File: src/rtl/core/mfpr_pkg.sv
package mfpr_pkg;

   localparam int unsigned CSR_INDEX_WIDTH = 2;
   localparam int unsigned CSR_DATA_WIDTH  = 8;

   localparam logic [CSR_INDEX_WIDTH-1:0] CSR_START_MARKER   = 2'd0;
   localparam logic [CSR_INDEX_WIDTH-1:0] CSR_END_MARKER     = 2'd1;
   localparam logic [CSR_INDEX_WIDTH-1:0] CSR_HUNT_FOR_START = 2'd2;

   localparam logic [7:0] RESET_START_MARKER   = 8'h02;
   localparam logic [7:0] RESET_END_MARKER     = 8'h03;
   localparam logic       RESET_HUNT_FOR_START = 1'b1;

   localparam logic [1:0] STATUS_OK          = 2'd0;
   localparam logic [1:0] STATUS_MISSING_END = 2'd1;
   localparam logic [1:0] STATUS_BAD_CHECK   = 2'd2;
   localparam logic [1:0] STATUS_BAD_LENGTH  = 2'd3;

   localparam logic [7:0]  STUFF_BYTE        = 8'hff;
   localparam logic [15:0] MIN_FRAME_LENGTH  = 16'd7;
   localparam logic [15:0] HEADER_BYTES      = 16'd4;
   localparam logic [15:0] CHECK_HIGH_OFFSET = 16'd3;
   localparam logic [15:0] CHECK_LOW_OFFSET  = 16'd2;

   typedef enum logic [2:0] {
      PH_IDLE   = 3'b001,
      PH_HEADER = 3'b010,
      PH_BODY   = 3'b100
   } phase_type;

   typedef struct packed {
      logic [7:0] start_marker;
      logic [7:0] end_marker;
      logic       hunt_for_start;
   } cfg_type;

   typedef struct packed {
      logic [7:0]  data_byte;
      logic        is_end;
      logic [1:0]  status;
      logic [7:0]  seq_number;
      logic [15:0] packet_length;
   } result_type;

   // Residue of a 16-bit value modulo 255, using 256 == 1 (mod 255).
   function automatic logic [7:0] mod255(input logic [15:0] x);
      logic [8:0] s;
      logic [8:0] t;
      s = {1'b0, x[15:8]} + {1'b0, x[7:0]};
      t = {8'b0, s[8]} + {1'b0, s[7:0]};
      return (t[7:0] == 8'hff) ? 8'h00 : t[7:0];
   endfunction

endpackage

File: src/rtl/core/mfpr_if.sv
interface mfpr_req_if;
   logic       valid;
   logic       ready;
   logic [7:0] rx_byte;

   modport source (output valid, output rx_byte, input ready);
   modport sink (input valid, input rx_byte, output ready);
endinterface

interface mfpr_rsp_if;
   logic        valid;
   logic        ready;
   logic [7:0]  data_byte;
   logic        is_end;
   logic [1:0]  status;
   logic [7:0]  seq_number;
   logic [15:0] packet_length;

   modport source (output valid, output data_byte, output is_end, output status,
                   output seq_number, output packet_length, input ready);
   modport sink (input valid, input data_byte, input is_end, input status,
                 input seq_number, input packet_length, output ready);
endinterface

File: src/rtl/core/mfpr_csr.sv
module mfpr_csr
   import mfpr_pkg::*;
(
   input  logic                       clock,
   input  logic                       reset,
   input  logic                       csr_write_enable,
   input  logic [CSR_INDEX_WIDTH-1:0] csr_index,
   input  logic [CSR_DATA_WIDTH-1:0]  csr_write_data,
   output cfg_type                    cfg
);

   cfg_type cfg_ff;
   cfg_type cfg_in;

   always_comb begin
      cfg_in = cfg_ff;
      if (csr_write_enable) begin
         case (csr_index)
            CSR_START_MARKER:   cfg_in.start_marker = csr_write_data[7:0];
            CSR_END_MARKER:     cfg_in.end_marker = csr_write_data[7:0];
            CSR_HUNT_FOR_START: cfg_in.hunt_for_start = csr_write_data[0];
            default:            cfg_in = cfg_ff;
         endcase
      end
   end

   always_ff @(posedge clock) begin
      if (reset) begin
         cfg_ff.start_marker   <= RESET_START_MARKER;
         cfg_ff.end_marker     <= RESET_END_MARKER;
         cfg_ff.hunt_for_start <= RESET_HUNT_FOR_START;
      end else begin
         cfg_ff <= cfg_in;
      end
   end

   assign cfg = cfg_ff;

endmodule

File: src/rtl/core/mfpr_in_stage.sv
module mfpr_in_stage
   import mfpr_pkg::*;
(
   input  logic       clock,
   input  logic       reset,
   mfpr_req_if.sink   req_chan,
   input  logic       advance,
   output logic       fire,
   output logic [7:0] held_byte
);

   logic       valid_ff;
   logic       valid_in;
   logic [7:0] byte_ff;
   logic       take;

   assign req_chan.ready = !valid_ff || advance;
   assign take           = req_chan.valid && req_chan.ready;
   assign fire           = valid_ff && advance;
   assign valid_in       = take ? 1'b1 : (fire ? 1'b0 : valid_ff);

   always_ff @(posedge clock) begin
      if (reset) begin
         valid_ff <= 1'b0;
      end else begin
         valid_ff <= valid_in;
      end
   end

   always_ff @(posedge clock) begin
      if (take) begin
         byte_ff <= req_chan.rx_byte;
      end
   end

   assign held_byte = byte_ff;

endmodule

File: src/rtl/core/mfpr_deframer.sv
module mfpr_deframer
   import mfpr_pkg::*;
(
   input  logic       clock,
   input  logic       reset,
   input  cfg_type    cfg,
   input  logic       fire,
   input  logic [7:0] rx_byte,
   output logic       result_valid,
   output result_type result
);

   phase_type   phase_ff,        phase_in;
   logic [1:0]  header_count_ff, header_count_in;
   logic [7:0]  seq_store_ff,    seq_store_in;
   logic [15:0] frame_length_ff, frame_length_in;
   logic [15:0] stored_count_ff, stored_count_in;
   logic [15:0] running_sum_ff,  running_sum_in;
   logic        after_ff_ff,     after_ff_in;
   logic [7:0]  check_high_ff,   check_high_in;
   logic [7:0]  check_low_ff,    check_low_in;

   logic [15:0] sum_add;
   logic [15:0] count_add;
   logic [15:0] length_new;
   logic [15:0] check_high_pos;
   logic [15:0] check_low_pos;
   logic        is_stuff;
   logic        check_match;

   assign sum_add        = running_sum_ff + {8'h00, rx_byte};
   assign count_add      = stored_count_ff + 16'd1;
   assign length_new     = {frame_length_ff[15:8], rx_byte};
   assign check_high_pos = frame_length_ff - CHECK_HIGH_OFFSET;
   assign check_low_pos  = frame_length_ff - CHECK_LOW_OFFSET;
   assign is_stuff       = (rx_byte == STUFF_BYTE);
   assign check_match    = (mod255(running_sum_ff) == mod255({check_high_ff, check_low_ff}));

   always_comb begin
      phase_in        = phase_ff;
      header_count_in = header_count_ff;
      seq_store_in    = seq_store_ff;
      frame_length_in = frame_length_ff;
      stored_count_in = stored_count_ff;
      running_sum_in  = running_sum_ff;
      after_ff_in     = after_ff_ff;
      check_high_in   = check_high_ff;
      check_low_in    = check_low_ff;
      result_valid    = 1'b0;
      result.data_byte     = 8'h00;
      result.is_end        = 1'b0;
      result.status        = STATUS_OK;
      result.seq_number    = seq_store_ff;
      result.packet_length = frame_length_ff;

      if (fire) begin
         case (phase_ff)
            PH_IDLE: begin
               if (!cfg.hunt_for_start || rx_byte == cfg.start_marker) begin
                  running_sum_in  = {8'h00, rx_byte};
                  header_count_in = 2'd1;
                  stored_count_in = 16'd1;
                  seq_store_in    = 8'h00;
                  frame_length_in = 16'h0000;
                  after_ff_in     = 1'b0;
                  check_high_in   = 8'h00;
                  check_low_in    = 8'h00;
                  phase_in        = PH_HEADER;
               end
            end
            PH_HEADER: begin
               running_sum_in  = sum_add;
               header_count_in = header_count_ff + 2'd1;
               stored_count_in = count_add;
               case (header_count_ff)
                  2'd1:    seq_store_in = rx_byte;
                  2'd2:    frame_length_in = {rx_byte, 8'h00};
                  default: frame_length_in = length_new;
               endcase
               if (count_add == HEADER_BYTES) begin
                  header_count_in = 2'd0;
                  after_ff_in     = 1'b0;
                  if (length_new < MIN_FRAME_LENGTH) begin
                     phase_in             = PH_IDLE;
                     result_valid         = 1'b1;
                     result.is_end        = 1'b1;
                     result.status        = STATUS_BAD_LENGTH;
                     result.packet_length = length_new;
                  end else begin
                     phase_in = PH_BODY;
                  end
               end
            end
            PH_BODY: begin
               if (is_stuff && after_ff_ff) begin
                  after_ff_in = 1'b0;
               end else begin
                  after_ff_in     = is_stuff;
                  stored_count_in = count_add;
                  if (stored_count_ff < check_high_pos) begin
                     running_sum_in   = sum_add;
                     result_valid     = 1'b1;
                     result.data_byte = rx_byte;
                  end else if (stored_count_ff == check_high_pos) begin
                     check_high_in = rx_byte;
                  end else if (stored_count_ff == check_low_pos) begin
                     check_low_in = rx_byte;
                  end else begin
                     phase_in      = PH_IDLE;
                     result_valid  = 1'b1;
                     result.is_end = 1'b1;
                     if (rx_byte != cfg.end_marker) begin
                        result.status = STATUS_MISSING_END;
                     end else if (!check_match) begin
                        result.status = STATUS_BAD_CHECK;
                     end else begin
                        result.status = STATUS_OK;
                     end
                  end
               end
            end
            default: phase_in = PH_IDLE;
         endcase
      end
   end

   always_ff @(posedge clock) begin
      if (reset) begin
         phase_ff        <= PH_IDLE;
         header_count_ff <= 2'd0;
         seq_store_ff    <= 8'h00;
         frame_length_ff <= 16'h0000;
         stored_count_ff <= 16'h0000;
         running_sum_ff  <= 16'h0000;
         after_ff_ff     <= 1'b0;
         check_high_ff   <= 8'h00;
         check_low_ff    <= 8'h00;
      end else begin
         phase_ff        <= phase_in;
         header_count_ff <= header_count_in;
         seq_store_ff    <= seq_store_in;
         frame_length_ff <= frame_length_in;
         stored_count_ff <= stored_count_in;
         running_sum_ff  <= running_sum_in;
         after_ff_ff     <= after_ff_in;
         check_high_ff   <= check_high_in;
         check_low_ff    <= check_low_in;
      end
   end

endmodule

File: src/rtl/core/mfpr_out_reg.sv
module mfpr_out_reg
   import mfpr_pkg::*;
(
   input  logic       clock,
   input  logic       reset,
   input  logic       result_valid,
   input  result_type result,
   output logic       advance,
   mfpr_rsp_if.source rsp_chan
);

   logic       valid_ff;
   logic       valid_in;
   result_type result_ff;

   assign advance  = !valid_ff || rsp_chan.ready;
   assign valid_in = advance ? result_valid : valid_ff;

   always_ff @(posedge clock) begin
      if (reset) begin
         valid_ff <= 1'b0;
      end else begin
         valid_ff <= valid_in;
      end
   end

   always_ff @(posedge clock) begin
      if (advance && result_valid) begin
         result_ff <= result;
      end
   end

   assign rsp_chan.valid         = valid_ff;
   assign rsp_chan.data_byte     = result_ff.data_byte;
   assign rsp_chan.is_end        = result_ff.is_end;
   assign rsp_chan.status        = result_ff.status;
   assign rsp_chan.seq_number    = result_ff.seq_number;
   assign rsp_chan.packet_length = result_ff.packet_length;

endmodule

File: src/rtl/core/marker_framed_packet_receiver_core.sv
// Receives raw serial bytes on the req channel, one byte per transfer, and
// deframes marker-framed packets: start byte, sequence byte, 16-bit length,
// a body with doubled 0xff collapsed, a 16-bit checksum and an end marker.
// The rsp channel carries one transfer per de-stuffed payload byte and one
// closing status transfer per packet; header, checksum and dropped stuffing
// bytes produce no transfer.
// A byte accepted on req is held in an input register; when the output
// register can advance, the deframing logic processes it and loads its result
// into the output register, from which it shows on rsp. One byte is accepted
// every cycle unless rsp ready low holds the output register.
// The csr port writes the start marker, the end marker and the hunt flag at
// any edge with the write enable high, and is meant to be used while idle.
// Synchronous reset restores the register defaults, returns the deframer to
// hunting for a packet start and drops any byte or result in flight.
// When the receiver holds rsp ready low, the output register keeps its
// transfer, the input register then fills, and req ready drops until the
// result is taken; nothing is lost.
module marker_framed_packet_receiver_core
   import mfpr_pkg::*;
(
   input  logic                       clock,
   input  logic                       reset,
   mfpr_req_if.sink                   req_chan,
   mfpr_rsp_if.source                 rsp_chan,
   input  logic                       csr_write_enable,
   input  logic [CSR_INDEX_WIDTH-1:0] csr_index,
   input  logic [CSR_DATA_WIDTH-1:0]  csr_write_data
);

   cfg_type    cfg;
   logic       advance;
   logic       fire;
   logic [7:0] held_byte;
   logic       result_valid;
   result_type result;

   mfpr_csr u_csr (
      .clock            (clock),
      .reset            (reset),
      .csr_write_enable (csr_write_enable),
      .csr_index        (csr_index),
      .csr_write_data   (csr_write_data),
      .cfg              (cfg)
   );

   mfpr_in_stage u_in_stage (
      .clock     (clock),
      .reset     (reset),
      .req_chan  (req_chan),
      .advance   (advance),
      .fire      (fire),
      .held_byte (held_byte)
   );

   mfpr_deframer u_deframer (
      .clock        (clock),
      .reset        (reset),
      .cfg          (cfg),
      .fire         (fire),
      .rx_byte      (held_byte),
      .result_valid (result_valid),
      .result       (result)
   );

   mfpr_out_reg u_out_reg (
      .clock        (clock),
      .reset        (reset),
      .result_valid (result_valid),
      .result       (result),
      .advance      (advance),
      .rsp_chan     (rsp_chan)
   );

endmodule

File: src/flat_wrapper.sv
// flat-port wrapper written by rule: the top's interface ports become plain ports
module marker_framed_packet_receiver_core_flat import mfpr_pkg::*;
  (clock, reset, csr_write_enable, csr_index, csr_write_data, req_chan_valid, req_chan_rx_byte, req_chan_ready, rsp_chan_valid, rsp_chan_data_byte, rsp_chan_is_end, rsp_chan_status, rsp_chan_seq_number, rsp_chan_packet_length, rsp_chan_ready);
  mfpr_req_if req_chan_i ();
  mfpr_rsp_if rsp_chan_i ();
  input  logic clock;
  input  logic reset;
  input  logic csr_write_enable;
  input  logic [CSR_INDEX_WIDTH-1:0] csr_index;
  input  logic [CSR_DATA_WIDTH-1:0] csr_write_data;
  input wire logic [$bits(req_chan_i.valid)-1:0] req_chan_valid;
  input wire logic [$bits(req_chan_i.rx_byte)-1:0] req_chan_rx_byte;
  output wire logic [$bits(req_chan_i.ready)-1:0] req_chan_ready;
  output wire logic [$bits(rsp_chan_i.valid)-1:0] rsp_chan_valid;
  output wire logic [$bits(rsp_chan_i.data_byte)-1:0] rsp_chan_data_byte;
  output wire logic [$bits(rsp_chan_i.is_end)-1:0] rsp_chan_is_end;
  output wire logic [$bits(rsp_chan_i.status)-1:0] rsp_chan_status;
  output wire logic [$bits(rsp_chan_i.seq_number)-1:0] rsp_chan_seq_number;
  output wire logic [$bits(rsp_chan_i.packet_length)-1:0] rsp_chan_packet_length;
  input wire logic [$bits(rsp_chan_i.ready)-1:0] rsp_chan_ready;
  assign req_chan_i.valid = req_chan_valid;
  assign req_chan_i.rx_byte = req_chan_rx_byte;
  assign req_chan_ready = req_chan_i.ready;
  assign rsp_chan_valid = rsp_chan_i.valid;
  assign rsp_chan_data_byte = rsp_chan_i.data_byte;
  assign rsp_chan_is_end = rsp_chan_i.is_end;
  assign rsp_chan_status = rsp_chan_i.status;
  assign rsp_chan_seq_number = rsp_chan_i.seq_number;
  assign rsp_chan_packet_length = rsp_chan_i.packet_length;
  assign rsp_chan_i.ready = rsp_chan_ready;
  marker_framed_packet_receiver_core u_core (.clock(clock), .reset(reset), .req_chan(req_chan_i), .rsp_chan(rsp_chan_i), .csr_write_enable(csr_write_enable), .csr_index(csr_index), .csr_write_data(csr_write_data));
endmodule
File: config.mk
export PLATFORM = sky130hd
export DESIGN_NAME = marker_framed_packet_receiver_core_flat
export DESIGN_NICKNAME = d
export VERILOG_FILES = /design/src/rtl/core/mfpr_pkg.sv /design/src/rtl/core/mfpr_if.sv /design/src/rtl/core/mfpr_csr.sv /design/src/rtl/core/mfpr_in_stage.sv /design/src/rtl/core/mfpr_deframer.sv /design/src/rtl/core/mfpr_out_reg.sv /design/src/rtl/core/marker_framed_packet_receiver_core.sv /design/src/flat_wrapper.sv
export SDC_FILE = /design/constraint.sdc
export NUM_CORES = 1
export LEC_CHECK = 0
export BUFFER_PORTS_ARGS = -buffer_cell sky130_fd_sc_hd__clkbuf_2
export CORE_MARGIN = 3
export CORE_UTILIZATION = 55
export DETAILED_ROUTE_END_ITERATION = 6
export GPL_TIMING_DRIVEN = 0
export HOLD_SLACK_MARGIN = 0.15
export PLACE_DENSITY = 0.73
export SLEW_MARGIN = 20
export SYNTH_ARGS = -nofsm -noshare
export SYNTH_HDL_FRONTEND = slang
export SYNTH_SLANG_ARGS = --single-unit
File: constraint.sdc
create_clock -name clock -period 4.3 [get_ports clock]
set_input_delay 0.645 -clock clock [delete_from_list [all_inputs] [get_ports clock]]
set_output_delay 0.645 -clock clock [all_outputs]
set_load 0.1 [all_outputs]
== Word level (Yosys, flattened, before mapping) ==
Cells that the tools add are included.
Operators by class
  multiplexer cells: 62
  div/mod/pow operators: 0
  shift operators: 0
  bitwise logic cells: 3
  $mul: 0
  add/sub/neg operators: 9
  order comparisons: 2
  reductions and logical operators: 29
  equality and inequality tests: 28
Operators with widths (number)
  $mux W8: 15
  $mux W16: 6
  $pmux W16 S3: 2
  $pmux W16 S2: 2
  $pmux W8 S2: 3
  $mux W3: 13
  $eq A16 B16 Y1: 2
  $sub A16 B2 Y16 const B: 2
  $eq A8 B8 Y1 const B: 3
  $ne A2 B2 Y1 const B: 10
  $add A8 B8 Y9: 2
  $add A1 B8 Y8: 2
  $add A16 B1 Y16 const B: 1
  $add A16 B8 Y16: 1
  $eq A16 B3 Y1 const B: 1
  $eq A8 B8 Y1: 2
  $lt A16 B16 Y1: 1
  $lt A16 B3 Y1 const B: 1
  $reduce_and A4 Y1: 4
  $reduce_and A7 Y1: 2
  $mux W1: 12
  $reduce_and A5 Y1: 2
  $pmux W3 S3: 1
  $mux W2: 4
  23 further kinds: 39
Word-level totals
  memory bits (read-only): 0
  memories: 0
  latch bits: 0
  flip-flop bits (word level): 140
  word-level logic and storage cells: 154
  RAM bits: 0

== Logic depth before layout (Yosys ltp) ==
Gate-level depths: netlist of the first run.
  depth in word-level cells: 12
  mapped depth: 18

== By module ==
Synthesis of the first run repeated with hierarchy kept, for this count alone.
Unflattened totals
  cell total of the unflattened synthesis: 1029
  area total of the unflattened synthesis: 9096.2 um^2
By module, submodules not included
  mfpr_deframer: area an instance 6971.7 um^2, sequential area each 1561.5 um^2, cells each 907, times used 1
  mfpr_out_reg: area an instance 1106.1 um^2, sequential area each 1071.0 um^2, cells each 40, times used 1
  mfpr_csr: area an instance 715.7 um^2, sequential area each 340.3 um^2, cells each 68, times used 1
  mfpr_in_stage: area an instance 302.8 um^2, sequential area each 260.2 um^2, cells each 14, times used 1

== Worst setup path after synthesis of the first run ==
No wires, ideal clock.
  path type: reg-to-reg
  start: reg u_core.u_deframer.frame_length_ff[2]
  end: reg u_core.u_out_reg.result_ff (netlist bit u_core.u_out_reg.rsp_chan.data_byte[0]), enable pin
  required time: 3.910 ns
  path slack: 0.255 ns
  arrival time: 3.656 ns
  cell stages (with the launch flop): 17
  path through: dfxtp_1 clkbuf_1 inv_1 ha_1 a21oi_1 nand2b_1 nor3_1 xnor2_1 ha_1 a21o_1 a21o_1 a21o_1 o21bai_1 a21oi_1 or2_2 a21o_1 inv_1
On the way
  word-level cells in the longest chain between the ends: 9
RTL lines
  from (decl): line mfpr_deframer.sv:16  | logic [15:0] frame_length_ff, frame_length_in;
  from (signal assigned): line mfpr_deframer.sv:142  | frame_length_ff <= frame_length_in;
  branches (longest 4 deep; another with $sub A16 B2 Y16)
  $mux W1 *: line mfpr_deframer.sv:100  | if (stored_count_ff < check_high_pos) begin
  $mux W1 *: line mfpr_deframer.sv:95  | if (is_stuff && after_ff_ff) begin
  $pmux W1 S2 *: line mfpr_deframer.sv:57  | case (phase_ff)
  $mux W1 *: line mfpr_deframer.sv:56  | if (fire) begin
  $logic_and A1 B1 Y1 *: line mfpr_out_reg.sv:28  | if (advance && result_valid) begin
  to (signal assigned): line mfpr_out_reg.sv:29  | result_ff <= result;
  to (decl): line mfpr_out_reg.sv:14  | result_type result_ff;
Every way passes the cells marked *.
A chain may end at the register's enable or synchronous reset.

== Final worst setup path of the first run ==
  start: reg u_core.u_deframer.check_high_ff[0]
  end: reg u_core.u_out_reg.result_ff (netlist bit u_core.u_out_reg.rsp_chan.status[1]) (data pin)
On the way
  word-level cells in the longest chain between the ends: 12
RTL lines
  from (decl): line mfpr_deframer.sv:20  | logic [7:0] check_high_ff, check_high_in;
  from (signal assigned): line mfpr_deframer.sv:146  | check_high_ff <= check_high_in;
  $add A8 B8 Y9 *: line mfpr_pkg.sv:49  | s = {1'b0, x[15:8]} + {1'b0, x[7:0]};
  $add A1 B8 Y8 *: line mfpr_pkg.sv:50  | t = {8'b0, s[8]} + {1'b0, s[7:0]};
  $eq A8 B8 Y1: line mfpr_pkg.sv:51  | return (t[7:0] == 8'hff) ? 8'h00 : t[7:0];
  $mux W8 *: line mfpr_pkg.sv:51
  $eq A8 B8 Y1 *: line mfpr_deframer.sv:37  | assign check_match = (mod255(running_sum_ff) == mod255({check_high_ff, check_low_ff}));
  $mux W2 *: line mfpr_deframer.sv:114  | end else if (!check_match) begin
  $mux W2 *: line mfpr_deframer.sv:112  | if (rx_byte != cfg.end_marker) begin
  $mux W3 *: line mfpr_deframer.sv:106  | end else if (stored_count_ff == check_low_pos) begin
  $mux W3 *: line mfpr_deframer.sv:104  | end else if (stored_count_ff == check_high_pos) begin
  $mux W3 *: line mfpr_deframer.sv:100
  $mux W3 *: line mfpr_deframer.sv:95
  $pmux W3 S2 *: line mfpr_deframer.sv:57
Every way passes the cells marked *; elsewhere a longest branch is shown, timed or not.

==> results.md, run 1 <==
* DR vias/cell at 5.80
* Leakage dissipation at 0.00431 uW
* Die area at 17500 sq um
* Post-synthesis sequential area ratio at 0.369
* Core Box Area at 15400 sq um
* Post-Place Cell Area at 9310 sq um
* FILL cells at 1321
* CP startpoint kind: register
* R2r setup slk at 0.04 ns
* Switching Share at 0.258
* Area of the mapped netlist at 8750 sq um
* VDD IR-drop max at 269 uV
* EDFF count, synth at 43
* #FFs+latches synth at 140
* Global route overflow at 0
* Hold Violations, Final at 0
* Post-CTS sizing at 8
* Met3 wire length at 1210 um
* Reg2reg end: u_core.u_out_reg.rsp_chan.status[1]$_SDFFCE_PN0P_
* Synth Area in Adders at 0.0798
* Die width at 132 um
* Io pins at 60
* Hold depth at 1
* CTS root buf: clkbuf_16
* Slew HR at 0.300
* Xor-xnor portion of the synthesized cell area at 0.0968
* Clock Latency Late Sink at 0.43 ns
* Clock Tree Buf Depth at 2
* Number of buffers inserted by hold repair at cts at 0
* Top layer used by detailed routing: met4
* Top cell type's share of synthesized area at 0.222
* Synth Flop Type: dfxtp_1
* RSZ-0062 raised after global routing: yes
* Vias in the first global route at 7057
* Worst Min Path Start: req_chan_rx_byte[5]
* Tightest Hold Check Type: in -> reg
* Routed len/inst at 17.2 um
* DRT Pass-1 Iters at 6
* Syn_area_per_cell at 8.86 sq um
* Power Density at 315 nW/um^2
* Proportion of layout cells with a drive suffix above 1 at 0.135
* Worst setup EP type: register
* DR iter-0 viols at 563
* Syn nets at 1065
* Fmax at 0.235 GHz
* Final Slew Violations at 0
* Distinct cells, synth at 80
* Crit path DAT at 4.43 ns
* CTS tree: done
* Via Count at 7482
* Layout Utilization at 0.651
* Chip height at 132 um
* Outcome: completed
* Period utilization at 0.992
* Worst slew pin tran at 1.04 ns
* Endpoints failing setup at 0
* Req. time, crit path at 4.47 ns
* CTS buffer count at 17
* Final ANT Viol Nets at 0
* Diode count at 0
* Initial antenna violation count at 0
* Crit path time final at 4.26 ns
* Crit path kind: reg -> reg
* NetSw at 812 uW
* Area leader, netlist: dfxtp_1
* FFs w/ async S/R, synth at 0
* Worst-path clk slew at 0.06 ns
* Tot GR Track Use at 0.252
* Comb pwr share at 0.070
* Cell Int Power at 2340 uW
* Detailed Route WL at 22200 um
* GPL Wtd Cong at 0.879
* Clock share of power at 0.488
* Worst r2r src: u_core.u_deframer.check_high_ff[0]$_SDFFE_PP0P_
* Combinational family with the most area after synthesis: simple AND/OR/NAND/NOR gates
* Met2 wire length at 10500 um
* Post-CTS Setup Inserts at 0
* Cells after Synth at 988
* Initial Util at 0.569
* WL met1 at 9870 um
* Placed insts at 1258
* Crit path max fanout at 5
* Setup TNS at 0 ns
* DPL Wire Length at 16100 um
* Simple-gate portion of the synthesized area at 0.221
* Area growth syn-to-layout at 14.3%
* WHS Endpoint: u_core.u_in_stage.held_byte[5]$_DFFE_PP_
* Worst r2r path cells at 17
* IO buf count at 59
* Synth Area in Compound Gates at 0.153
* Worst Skew at 0.0112 ns
* # clock sinks at 140
* # H-tree levels at 4
* Post-synthesis mux area share at 0.0405
* Largest net degree at the start of global routing at 36
* Post-route cell area at 10000 sq um
* Final std cells w/o fill at 1289
* Synth top area cells: dfxtp_1 (22%), edfxtp_1 (15%), ha_1 (7.3%)
* First-pass GRT wire length at 35800 um
* Synthesis Warnings at 0
* Fin nets at 1142
* Max capacitance violation total at 0
* Rows at 45
* Seq pwr share at 0.441
* Residual DRC at 0
==> kinds of logic after synthesis <==
kind of cell,count (synthesis)
AOI/OAI and AO/OA,196
xor gates and xnor gates,95
adders and majority gates,54
buffers and inverters,83
DFF,140
muxes,35
and+or+nand+nor,385
==> sequential cells by signal, indices dropped and copies added (netlist names), 3 cells and up <==
register,cells
u_core.u_deframer.check_low_ff,8
u_core.u_deframer.frame_length_ff,16
u_core.u_csr.cfg,17
u_core.u_out_reg.rsp_chan.data_byte,8
u_core.u_in_stage.held_byte,8
u_core.u_deframer.check_high_ff,8
u_core.u_deframer.seq_store_ff,8
u_core.u_out_reg.rsp_chan.seq_number,8
u_core.u_deframer.running_sum_ff,16
u_core.u_out_reg.rsp_chan.packet_length,16
u_core.u_deframer.phase_ff,3
u_core.u_deframer.stored_count_ff,16
==> worst max-delay path by stage <==
stage                                                      start                                              endpoint  cells past startpoint  slack [ns]
2_1_floorplan  u_core.u_deframer.frame_length_ff[2]$_SDFFE_PP0P_  u_core.u_out_reg.rsp_chan.data_byte[0]$_SDFFCE_PP0P_                     16        0.25
3_3_place_gp   u_core.u_deframer.frame_length_ff[2]$_SDFFE_PP0P_  u_core.u_out_reg.rsp_chan.packet_length[6]$_DFFE_PP_                     17       -0.55
3_5_place_dp   u_core.u_deframer.frame_length_ff[2]$_SDFFE_PP0P_  u_core.u_out_reg.rsp_chan.packet_length[7]$_DFFE_PP_                     17       -0.18
4_1_cts         u_core.u_deframer.running_sum_ff[8]$_SDFFE_PP0P_     u_core.u_out_reg.rsp_chan.status[1]$_SDFFCE_PN0P_                     17      0.0002
5_1_grt         u_core.u_deframer.running_sum_ff[8]$_SDFFE_PP0P_     u_core.u_out_reg.rsp_chan.status[1]$_SDFFCE_PN0P_                     17       -0.16
6_report         u_core.u_deframer.check_high_ff[0]$_SDFFE_PP0P_     u_core.u_out_reg.rsp_chan.status[1]$_SDFFCE_PN0P_                     17        0.04
==> power groups by stage <==
stage	clock network [uW]	registers, uW	logic [uW]
after floorplan	0	1410	151
after global placement	0	1420	212
after detailed placement	0	1420	215
after CTS	1560	1390	217
after global routing	1610	1390	245
final	1540	1390	222
==> worst max-delay path, stage by stage, from the launching register on <==
cell      delay, ns
dfxtp_1        0.31
ha_1           0.24
fa_2           0.41
a211oi_4       0.28
o21ai_1        0.14
a21o_1         0.19
a21o_1         0.17
ha_1           0.23
ha_1           0.22
xnor2_1        0.19
or4_1          0.53
nor2_2         0.15
nand2_1        0.14
a21oi_4        0.20
a21boi_0       0.23
a41oi_1        0.07
a22oi_1        0.24
a211oi_1       0.10
==> placed cells by master (no fill, tap or decap), types with 10 or more instances in the layout <==
cell	n
nor2_1	130
dfxtp_1	97
nand2_1	66
clkbuf_2	60
a21oi_1	55
xnor2_1	52
ha_1	51
edfxtp_1	43
xor2_1	42
clkbuf_1	36
nand3_1	35
mux2i_1	32
inv_1	31
nor3_1	24
o21ai_0	23
and2_1	17
clkbuf_16	17
a21o_1	16
nor4_1	15
nand4_1	14
and3_1	14
a211oi_1	13
nor2b_1	12
a22oi_1	10
==> routing by layer <==
layer | global-route usage | vias to the layer above
li1 | - | 3688
met1 | 0.326 | 3522
met2 | 0.413 | 230
met3 | 0.0557 | 42
met4 | 0.0998 | 0
met5 | 0 | -
==> through the flow <==
| step | hold slack [ns] | total power (uW) | setup WS, ns |
|---|---|---|---|
| finish | 0.392 | 3150 | 0.0363 |
| global route | 0.379 | 3250 | -0.163 |
| CTS | 0.375 | 3160 | 0.000177 |
| detailed placement | 0.414 | 1630 | -0.181 |
| global placement | 0.414 | 1630 | -0.553 |
| floorplan | 0.406 | 1560 | 0.255 |
==> synthesized netlist by cell type (all sizes together) (8+ instances only) <==
library cell and number:
nand3 36, nand4 14, nand2 66, buf 13, nor4 19, nor2b 12
and3 14, nor3b 9, or2 8, o21ai 29, nand2b 8, mux2i 32
dfxtp 97, a22oi 10, inv 32, clkbuf 38, xor2 42, edfxtp 43
xnor2 52, a21o 16, nor3 27, nor2 132, o21a 8, and2 17
ha 51, a21oi 59, a211oi 18
==> cell type report <==
type                            instances  area [sq um]  share of cell area
Sequential cell                       140          3230               0.323
Clock inverter                         15           195              0.0195
Inverter                               32           125              0.0125
Tap cell                              211           264              0.0264
Clock buffer                           17           425              0.0425
Multi-Input combinational cell        765          5250               0.525
Buffer                                 50           218              0.0218
Timing Repair Buffer                   59           295              0.0295
Power figures use the tool's default switching activity.
==> run 2: changes to the inputs <==
--- a/config.mk
+++ b/config.mk
@@ -6,12 +6,14 @@
 export NUM_CORES = 1
 export LEC_CHECK = 0
 export BUFFER_PORTS_ARGS = -buffer_cell sky130_fd_sc_hd__clkbuf_2
+export CELL_PAD_IN_SITES_DETAIL_PLACEMENT = 1
+export CELL_PAD_IN_SITES_GLOBAL_PLACEMENT = 2
 export CORE_MARGIN = 3
-export CORE_UTILIZATION = 55
+export CORE_UTILIZATION = 35
 export DETAILED_ROUTE_END_ITERATION = 6
 export GPL_TIMING_DRIVEN = 0
 export HOLD_SLACK_MARGIN = 0.15
-export PLACE_DENSITY = 0.73
+export PLACE_DENSITY = 0.75
 export SLEW_MARGIN = 20
 export SYNTH_ARGS = -nofsm -noshare
 export SYNTH_HDL_FRONTEND = slang
==> run 2 against run 1 <==
Largest power group unchanged. Critical path type unchanged. Core utilization shrank 23 points. Highest routed layer unchanged. Fmax grew 2.2%. Sequential share of layout area shrank 0.93 points. Critical path depth is the same. Die area grew 54%. Global-route usage shrank 5.6 points. Non-clock buffer count grew 7. Combinational power grew 6%.
==> results.md, run 2 (same netlist as run 1, synthesis figures left out) <==
* Outcome: completed
* Fin nets at 1149 (+0.61%)
* CTS buffer count at 17 (unchanged)
* Area growth syn-to-layout at 17.8%
* Crit path kind: reg -> reg
* DPL Wire Length at 19400 um (+21%)
* Residual DRC at 0 (unchanged)
* CP startpoint kind: register
* Flip-flop count of the largest register after layout at 17 (unchanged)
* Crit-path max cell delay at 0.50 ns (-0.03 ns)
* Min Hold Slack at 0.399 ns (+0.00647 ns)
* Hold Violations, Final at 0 (unchanged)
* Via Count at 7401 (-1.1%)
* Crit path top cell by count: ha_2
* Place WS at -0.459 ns (-0.279 ns)
* GPL Wtd Cong at 0.804 (-8.5%)
* Sequential Area at 3240 sq um (about the same)
* Fmax at 0.240 GHz (+2.2%)
* CP max stage cell: or4_4
* Crit path DAT at 4.33 ns (-0.10 ns)
* Initial Util at 0.358 (-0.212)
* VDD IR-drop max at 211 uV (-22%)
* Crit path time final at 4.17 ns (-0.0931 ns)
* Slack of the critical path at 0.129 ns (+0.0931 ns)
* Number of buffers inserted by hold repair at cts at 0 (unchanged)
* Period utilization at 0.970 (-0.0216)
* Worst setup path endpoint: u_core.u_out_reg.rsp_chan.status[1]$_SDFFCE_PN0P_
* Leakage dissipation at 0.00438 uW (+1.5%)
* Commonest non-fill, non-tap cell in the layout: nor2_1
* Slew HR at 0.410 (+0.110)
* Routed len/inst at 18.5 um (+7.2%)
* Worst slew pin tran at 0.885 ns (-0.159 ns)
* Clock Latency Late Sink at 0.43 ns (about the same)
* Pwr Total at 3090 uW (-2.1%)
* R2r setup slk at 0.13 ns (+0.09 ns)
* Worst r2r src: u_core.u_deframer.check_high_ff[0]$_SDFFE_PP0P_
* Placed insts at 1371 (+9.0%)
* Worst Skew at 0.0154 ns (+0.00416 ns)
* Power Density at 299 nW/um^2 (-5.0%)
* CP Launch Point: u_core.u_deframer.check_high_ff[0]$_SDFFE_PP0P_
* Global route overflow at 0 (unchanged)
* Tot GR Track Use at 0.197 (-0.0557)
* FILL cells at 2883 (+120%)
* Die area at 26900 sq um (+54%)
* DRT Pass-1 Iters at 4 (-2)
* DR vias/cell at 5.25 (-9.5%)
* Worst r2r path cells at 17 (unchanged)
* Initial antenna violation count at 0 (unchanged)
* Most frequent cells in the layout: nor2_1 (129), dfxtp_1 (95), nand2_1 (65)
* Endpoints failing setup at 0 (unchanged)
* Reg2reg end: u_core.u_out_reg.rsp_chan.status[1]$_SDFFCE_PN0P_
* Worst setup EP type: register
* Clock Tree Buf Depth at 2 (unchanged)
* Detailed Route WL at 26000 um (+17%)
* CP Cell Sequence: ha_2 -> fa_2 -> a211oi_4 -> o21ai_2 -> a21o_1 -> a21o_1 -> ha_2 -> ha_2 -> xnor2_2 -> or4_4 -> nor2_4 -> nand2_2 -> a21oi_4 -> a21boi_2 -> a41oi_2 -> a22oi_2 -> a211oi_2
* Req. time, crit path at 4.46 ns (about the same)
* Die width at 164 um (+24%)
* Diode count at 0 (unchanged)
* DR iter-0 viols at 291 (-48%)
* CTS root buf: clkbuf_16
* Largest net degree at the start of global routing at 36 (unchanged)
* Io pins at 60 (unchanged)
* Final std cells w/o fill at 1409 (+9.3%)
* IO buf count at 59 (unchanged)
* Proportion of layout cells with a drive suffix above 1 at 0.164 (+0.0286)
* Final ANT Viol Nets at 0 (unchanged)
* First-pass GRT wire length at 41700 um (+16%)
* Chip height at 164 um (+24%)
* Max capacitance violation total at 0 (unchanged)
* Tightest Hold Check Type: in -> reg
* CTS tree: done
* Worst-path clk slew at 0.06 ns (about the same)
* # H-tree levels at 4 (unchanged)
* Rows at 57 (+27%)
* Multi-input logic area at 5390 sq um (+2.8%)
* Crit path max fanout at 5 (unchanged)
* # clock sinks at 140 (unchanged)
* Vias in the first global route at 7583 (+7.5%)
* Core Box Area at 24500 sq um (+59%)
* Final Slew Violations at 0 (unchanged)
[run 2: worst max-delay path: cells and delay by family, from the launching register on]
| kind | cells | cell delay [ns] |
|---|---|---|
| XOR/XNOR | 1 | 0.17 |
| AO/OA/AOI/OAI | 9 | 1.63 |
| AND/OR/NAND/NOR | 3 | 0.74 |
| flip-flops | 1 | 0.32 |
| adder cells (fa/ha/maj) | 4 | 1.04 |
[run 2: worst min-delay path by stage]
stage | startpoint | endpoint | slack, ns | cells after the start
global route | req_chan_rx_byte[6] | u_core.u_in_stage.held_byte[6]$_DFFE_PP_ | 0.39 | 1
global placement | u_core.u_deframer.frame_length_ff[9]$_SDFFE_PP0P_ | u_core.u_out_reg.rsp_chan.packet_length[9]$_DFFE_PP_ | 0.41 | 0
finish | req_chan_rx_byte[5] | u_core.u_in_stage.held_byte[5]$_DFFE_PP_ | 0.40 | 1
detailed placement | u_core.u_deframer.frame_length_ff[9]$_SDFFE_PP0P_ | u_core.u_out_reg.rsp_chan.packet_length[9]$_DFFE_PP_ | 0.42 | 0
CTS | req_chan_rx_byte[5] | u_core.u_in_stage.held_byte[5]$_DFFE_PP_ | 0.38 | 1
floorplan | u_core.u_deframer.frame_length_ff[12]$_SDFFE_PP0P_ | u_core.u_out_reg.rsp_chan.packet_length[12]$_DFFE_PP_ | 0.41 | 0
[run 2: per-layer routing]
layer / part of all wire / up-vias / global-route usage
li1: - / 3701 / -
met1: 0.49 / 3598 / 0.270
met2: 0.48 / 85 / 0.326
met3: 0.023 / 17 / 0.0293
met4: 0.011 / 0 / 0.0469
met5: 0 / - / 0
[run 2: report_power, final]
group,switching (uW),internal (uW),leakage [uW]
Clock,641,819,0.000283
Sequential,17.2,1370,0.00123
Combinational,154,81.3,0.00286
Total,812,2270,0.00438
[run 2: timing repair]
action,CTS,global route
pin swaps,0,12
endpoints found under the setup margin,60,75
hold endpoints to repair,0,0
setup buffers,0,7
gates resized for setup,16,39
[run 2: stage by stage]
| step | TNS [ns] | util | instance area, sq um |
|---|---|---|---|
| detailed placement | -12.86 | 0.386 | 9450 |
| finish | 0 | 0.421 | 10300 |
| global route | -0.0208 | 0.421 | 10300 |
| global placement | -25.40 | 0.386 | 9450 |
| floorplan | 0 | - | 8750 |
| CTS | -0.0949 | 0.412 | 10100 |
[run 2: final cells by class]
type / count / area share
tap: 324 / 0.0393
sequential: 140 / 0.314
timing repair buffer: 66 / 0.0337
clock buffer: 18 / 0.0416
inverter: 32 / 0.0130
buffer: 50 / 0.0211
clock inverter: 14 / 0.0141
multi-input combinational: 765 / 0.523
==> run 3: changes to the inputs <==
--- a/config.mk
+++ b/config.mk
@@ -9,11 +9,11 @@
 export CELL_PAD_IN_SITES_DETAIL_PLACEMENT = 1
 export CELL_PAD_IN_SITES_GLOBAL_PLACEMENT = 2
 export CORE_MARGIN = 3
-export CORE_UTILIZATION = 35
+export CORE_UTILIZATION = 38
 export DETAILED_ROUTE_END_ITERATION = 6
 export GPL_TIMING_DRIVEN = 0
 export HOLD_SLACK_MARGIN = 0.15
-export PLACE_DENSITY = 0.75
+export PLACE_DENSITY = 0.77
 export SLEW_MARGIN = 20
 export SYNTH_ARGS = -nofsm -noshare
 export SYNTH_HDL_FRONTEND = slang
==> constraint.sdc (replaced) <==
create_clock -name clock -period 4.5 [get_ports clock]
set_input_delay 0.675 -clock clock [delete_from_list [all_inputs] [get_ports clock]]
set_output_delay 0.675 -clock clock [all_outputs]
set_load 0.1 [all_outputs]
==> run 3 against run 2 <==
Count of clock-buffer cells in the layout is 1 lower. Fmax down 4.0%. Largest cell class unchanged. Clock skew is 0.0012 ns lower. Critical path depth unchanged.
==> results.md, run 3 (same netlist as run 1, synthesis figures left out) <==
* Flip-flop count of the largest register after layout at 17 (unchanged)
* Residual DRC at 0 (unchanged)
* First-pass GRT wire length at 42000 um (+0.71%)
* Fmax at 0.230 GHz (-4.0%)
* Setup TNS at 0 ns (unchanged)
* GPL Wtd Cong at 0.769 (-4.3%)
* Final Slew Violations at 0 (unchanged)
* CTS root buf: clkbuf_16
* Worst Min Path Start: req_chan_rx_byte[7]
* Die width at 158 um (-3.9%)
* Crit path max fanout at 7 (+2)
* Crit path DAT at 4.52 ns (+0.19 ns)
* Most frequent cells in the layout: nor2_1 (131), dfxtp_1 (97), nand2_1 (66)
* Final ANT Viol Nets at 0 (unchanged)
* Outcome: completed
* Io pins at 60 (unchanged)
* Rows at 54 (-5.3%)
* Fin nets at 1142 (-0.61%)
* Commonest non-fill, non-tap cell in the layout: nor2_1
* Crit-path max cell delay at 0.43 ns (-0.07 ns)
* Tightest Hold Check Type: in -> reg
* Max capacitance violation total at 0 (unchanged)
* CP bufs+invs at 0 (unchanged)
* Worst r2r path cells at 17 (unchanged)
* Reg2reg end: u_core.u_out_reg.rsp_chan.status[1]$_SDFFCE_PN0P_
* Sequential Area at 3230 sq um (about the same)
* Chip height at 158 um (-3.9%)
* Post-route cell area at 10100 sq um (-2.2%)
* DRT Pass-1 Iters at 4 (unchanged)
* Post-CTS Setup Inserts at 0 (unchanged)
* Hold Violations, Final at 0 (unchanged)
* Worst-path clk slew at 0.07 ns (about the same)
* DPL Wire Length at 19400 um (about the same)
* Worst setup EP type: register
* Worst r2r src: u_core.u_deframer.running_sum_ff[8]$_SDFFE_PP0P_
* # clock sinks at 140 (unchanged)
* CTS tree: done
* Initial antenna violation count at 0 (unchanged)
* Initial Util at 0.394 (+0.0359)
* Period utilization at 0.966 (-0.00437)
* Post-Place Cell Area at 9400 sq um (-0.53%)
* DR iter-0 viols at 331 (+14%)
* Worst Skew at 0.0142 ns (-0.00116 ns)
* Number of buffers inserted by hold repair at cts at 0 (unchanged)
* CTS buffer count at 17 (unchanged)
* DR vias/cell at 5.51 (+4.9%)
* Crit path kind: reg -> reg
* CP Cell Sequence: ha_1 -> fa_1 -> a211oi_2 -> o21ai_0 -> a21oi_1 -> o21bai_1 -> ha_1 -> ha_1 -> o211ai_1 -> nor4_2 -> xor2_1 -> and3_1 -> o21ai_1 -> nor2b_1 -> a41oi_1 -> a22oi_1 -> a211oi_1
* Detailed Route WL at 26200 um (+0.75%)
* FILL cells at 2621 (-9.1%)
* Min Hold Slack at 0.422 ns (+0.0237 ns)
* CP max stage cell: fa_1
* Endpoints failing setup at 0 (unchanged)
* Die area at 24900 sq um (-7.6%)
* Via Count at 7488 (+1.2%)
* Largest net degree at the start of global routing at 36 (unchanged)
* Core Box Area at 22200 sq um (-9.1%)
* Multi-input logic area at 5240 sq um (-2.9%)
* Slew HR at 0.344 (-0.0665)
* RSZ-0062 raised after global routing: yes
* # H-tree levels at 4 (unchanged)
* WHS Endpoint: u_core.u_in_stage.held_byte[7]$_DFFE_PP_
* VDD IR-drop max at 188 uV (-11%)
* Leakage dissipation at 0.00431 uW (-1.6%)
* Global route overflow at 0 (unchanged)
* Power Density at 298 nW/um^2 (-0.49%)
* Post-CTS sizing at 6 (-10)
* Req. time, crit path at 4.68 ns (+0.22 ns)
* Hold depth at 1 (unchanged)
* Tot GR Track Use at 0.218 (+0.0209)
* IO buf count at 59 (unchanged)
* Proportion of layout cells with a drive suffix above 1 at 0.135 (-0.0286)
* Routed len/inst at 19.3 um (+4.5%)
* Vias in the first global route at 7549 (-0.45%)
* Area growth syn-to-layout at 15.2%
* Crit path time final at 4.34 ns (+0.174 ns)
* Crit path top cell by count: ha_1
* R2r setup slk at 0.16 ns (+0.03 ns)
* CP startpoint kind: register
* Clock Tree Buf Depth at 2 (unchanged)
* Clock Latency Late Sink at 0.44 ns (about the same)
* Delay-heaviest family, CP: compound AO/OA/AOI/OAI gates
* Worst slew pin tran at 0.985 ns (+0.0997 ns)
-- run 3: cell types whose count changed in the layout (fill, tap and decap cells not counted), sizes merged --
cell / previous run / this run
clkinv: 2 / 10
buf: 20 / 13
inv: 41 / 37
bufinv: 2 / 0
clkbuf: 114 / 113
clkinvlp: 1 / 0
diode: 0 / 1
-- run 3: worst reg2reg max path: stages, from the launching register on --
cell and delay [ns]:
dfxtp_1 0.40, ha_1 0.26, fa_1 0.43, a211oi_2 0.36
o21ai_0 0.21, a21oi_1 0.18, o21bai_1 0.11, ha_1 0.22
ha_1 0.21, o211ai_1 0.15, nor4_2 0.11, xor2_1 0.15
and3_1 0.20, o21ai_1 0.35, nor2b_1 0.29, a41oi_1 0.14
a22oi_1 0.23, a211oi_1 0.10
-- run 3: power by group --
group,switching (uW),internal [uW],leakage [uW]
sequential,16.2,1310,0.00123
clock,698,756,0.000299
combinational,146,75.2,0.00278
total,860,2140,0.00431
-- run 3: how the worst max path moves through the flow --
stage,start,endpoint,slack (ns),depth (start not counted)
after CTS,u_core.u_deframer.frame_length_ff[2]$_SDFFE_PP0P_,u_core.u_deframer.running_sum_ff[2]$_SDFFE_PP0P_,-0.03,17
after floorplan,u_core.u_deframer.frame_length_ff[2]$_SDFFE_PP0P_,u_core.u_out_reg.rsp_chan.data_byte[0]$_SDFFCE_PP0P_,0.45,16
after detailed placement,u_core.u_deframer.frame_length_ff[2]$_SDFFE_PP0P_,u_core.u_out_reg.rsp_chan.packet_length[6]$_DFFE_PP_,-0.16,16
final,u_core.u_deframer.running_sum_ff[8]$_SDFFE_PP0P_,u_core.u_out_reg.rsp_chan.status[1]$_SDFFCE_PN0P_,0.16,17
after global routing,u_core.u_deframer.check_high_ff[0]$_SDFFE_PP0P_,u_core.u_out_reg.rsp_chan.status[1]$_SDFFCE_PN0P_,-0.21,17
after global placement,u_core.u_deframer.frame_length_ff[2]$_SDFFE_PP0P_,u_core.u_out_reg.rsp_chan.packet_length[6]$_DFFE_PP_,-0.52,17
-- run 3: routing by layer --
layer	global-route usage	routed length, um	vias up
li1	-	-	3698
met1	0.307	13100	3692
met2	0.351	12200	81
met3	0.0353	633	17
met4	0.0504	323	0
met5	0	0	-
-- run 3: layout make-up --
| class | count | area share |
|---|---|---|
| sequential | 140 | 0.321 |
| clock buffer | 17 | 0.0422 |
| antenna | 1 | 0.000248 |
| buffer | 50 | 0.0216 |
| inverter | 32 | 0.0124 |
| clock inverter | 15 | 0.0192 |
| multi-input combinational | 765 | 0.519 |
| tap | 280 | 0.0348 |
| timing repair buffer | 59 | 0.0293 |
-- run 3: metrics by stage --
| step | cells | power [uW] | setup slack (ns) | util |
|---|---|---|---|---|
| floorplan | 988 | 1490 | 0.455 | - |
| detailed placement | 1327 | 1580 | -0.163 | 0.423 |
| global route | 1358 | 3120 | -0.213 | 0.453 |
| global placement | 1327 | 1570 | -0.520 | 0.423 |
| finish | 1359 | 3000 | 0.155 | 0.453 |
| CTS | 1359 | 3030 | -0.0281 | 0.452 |
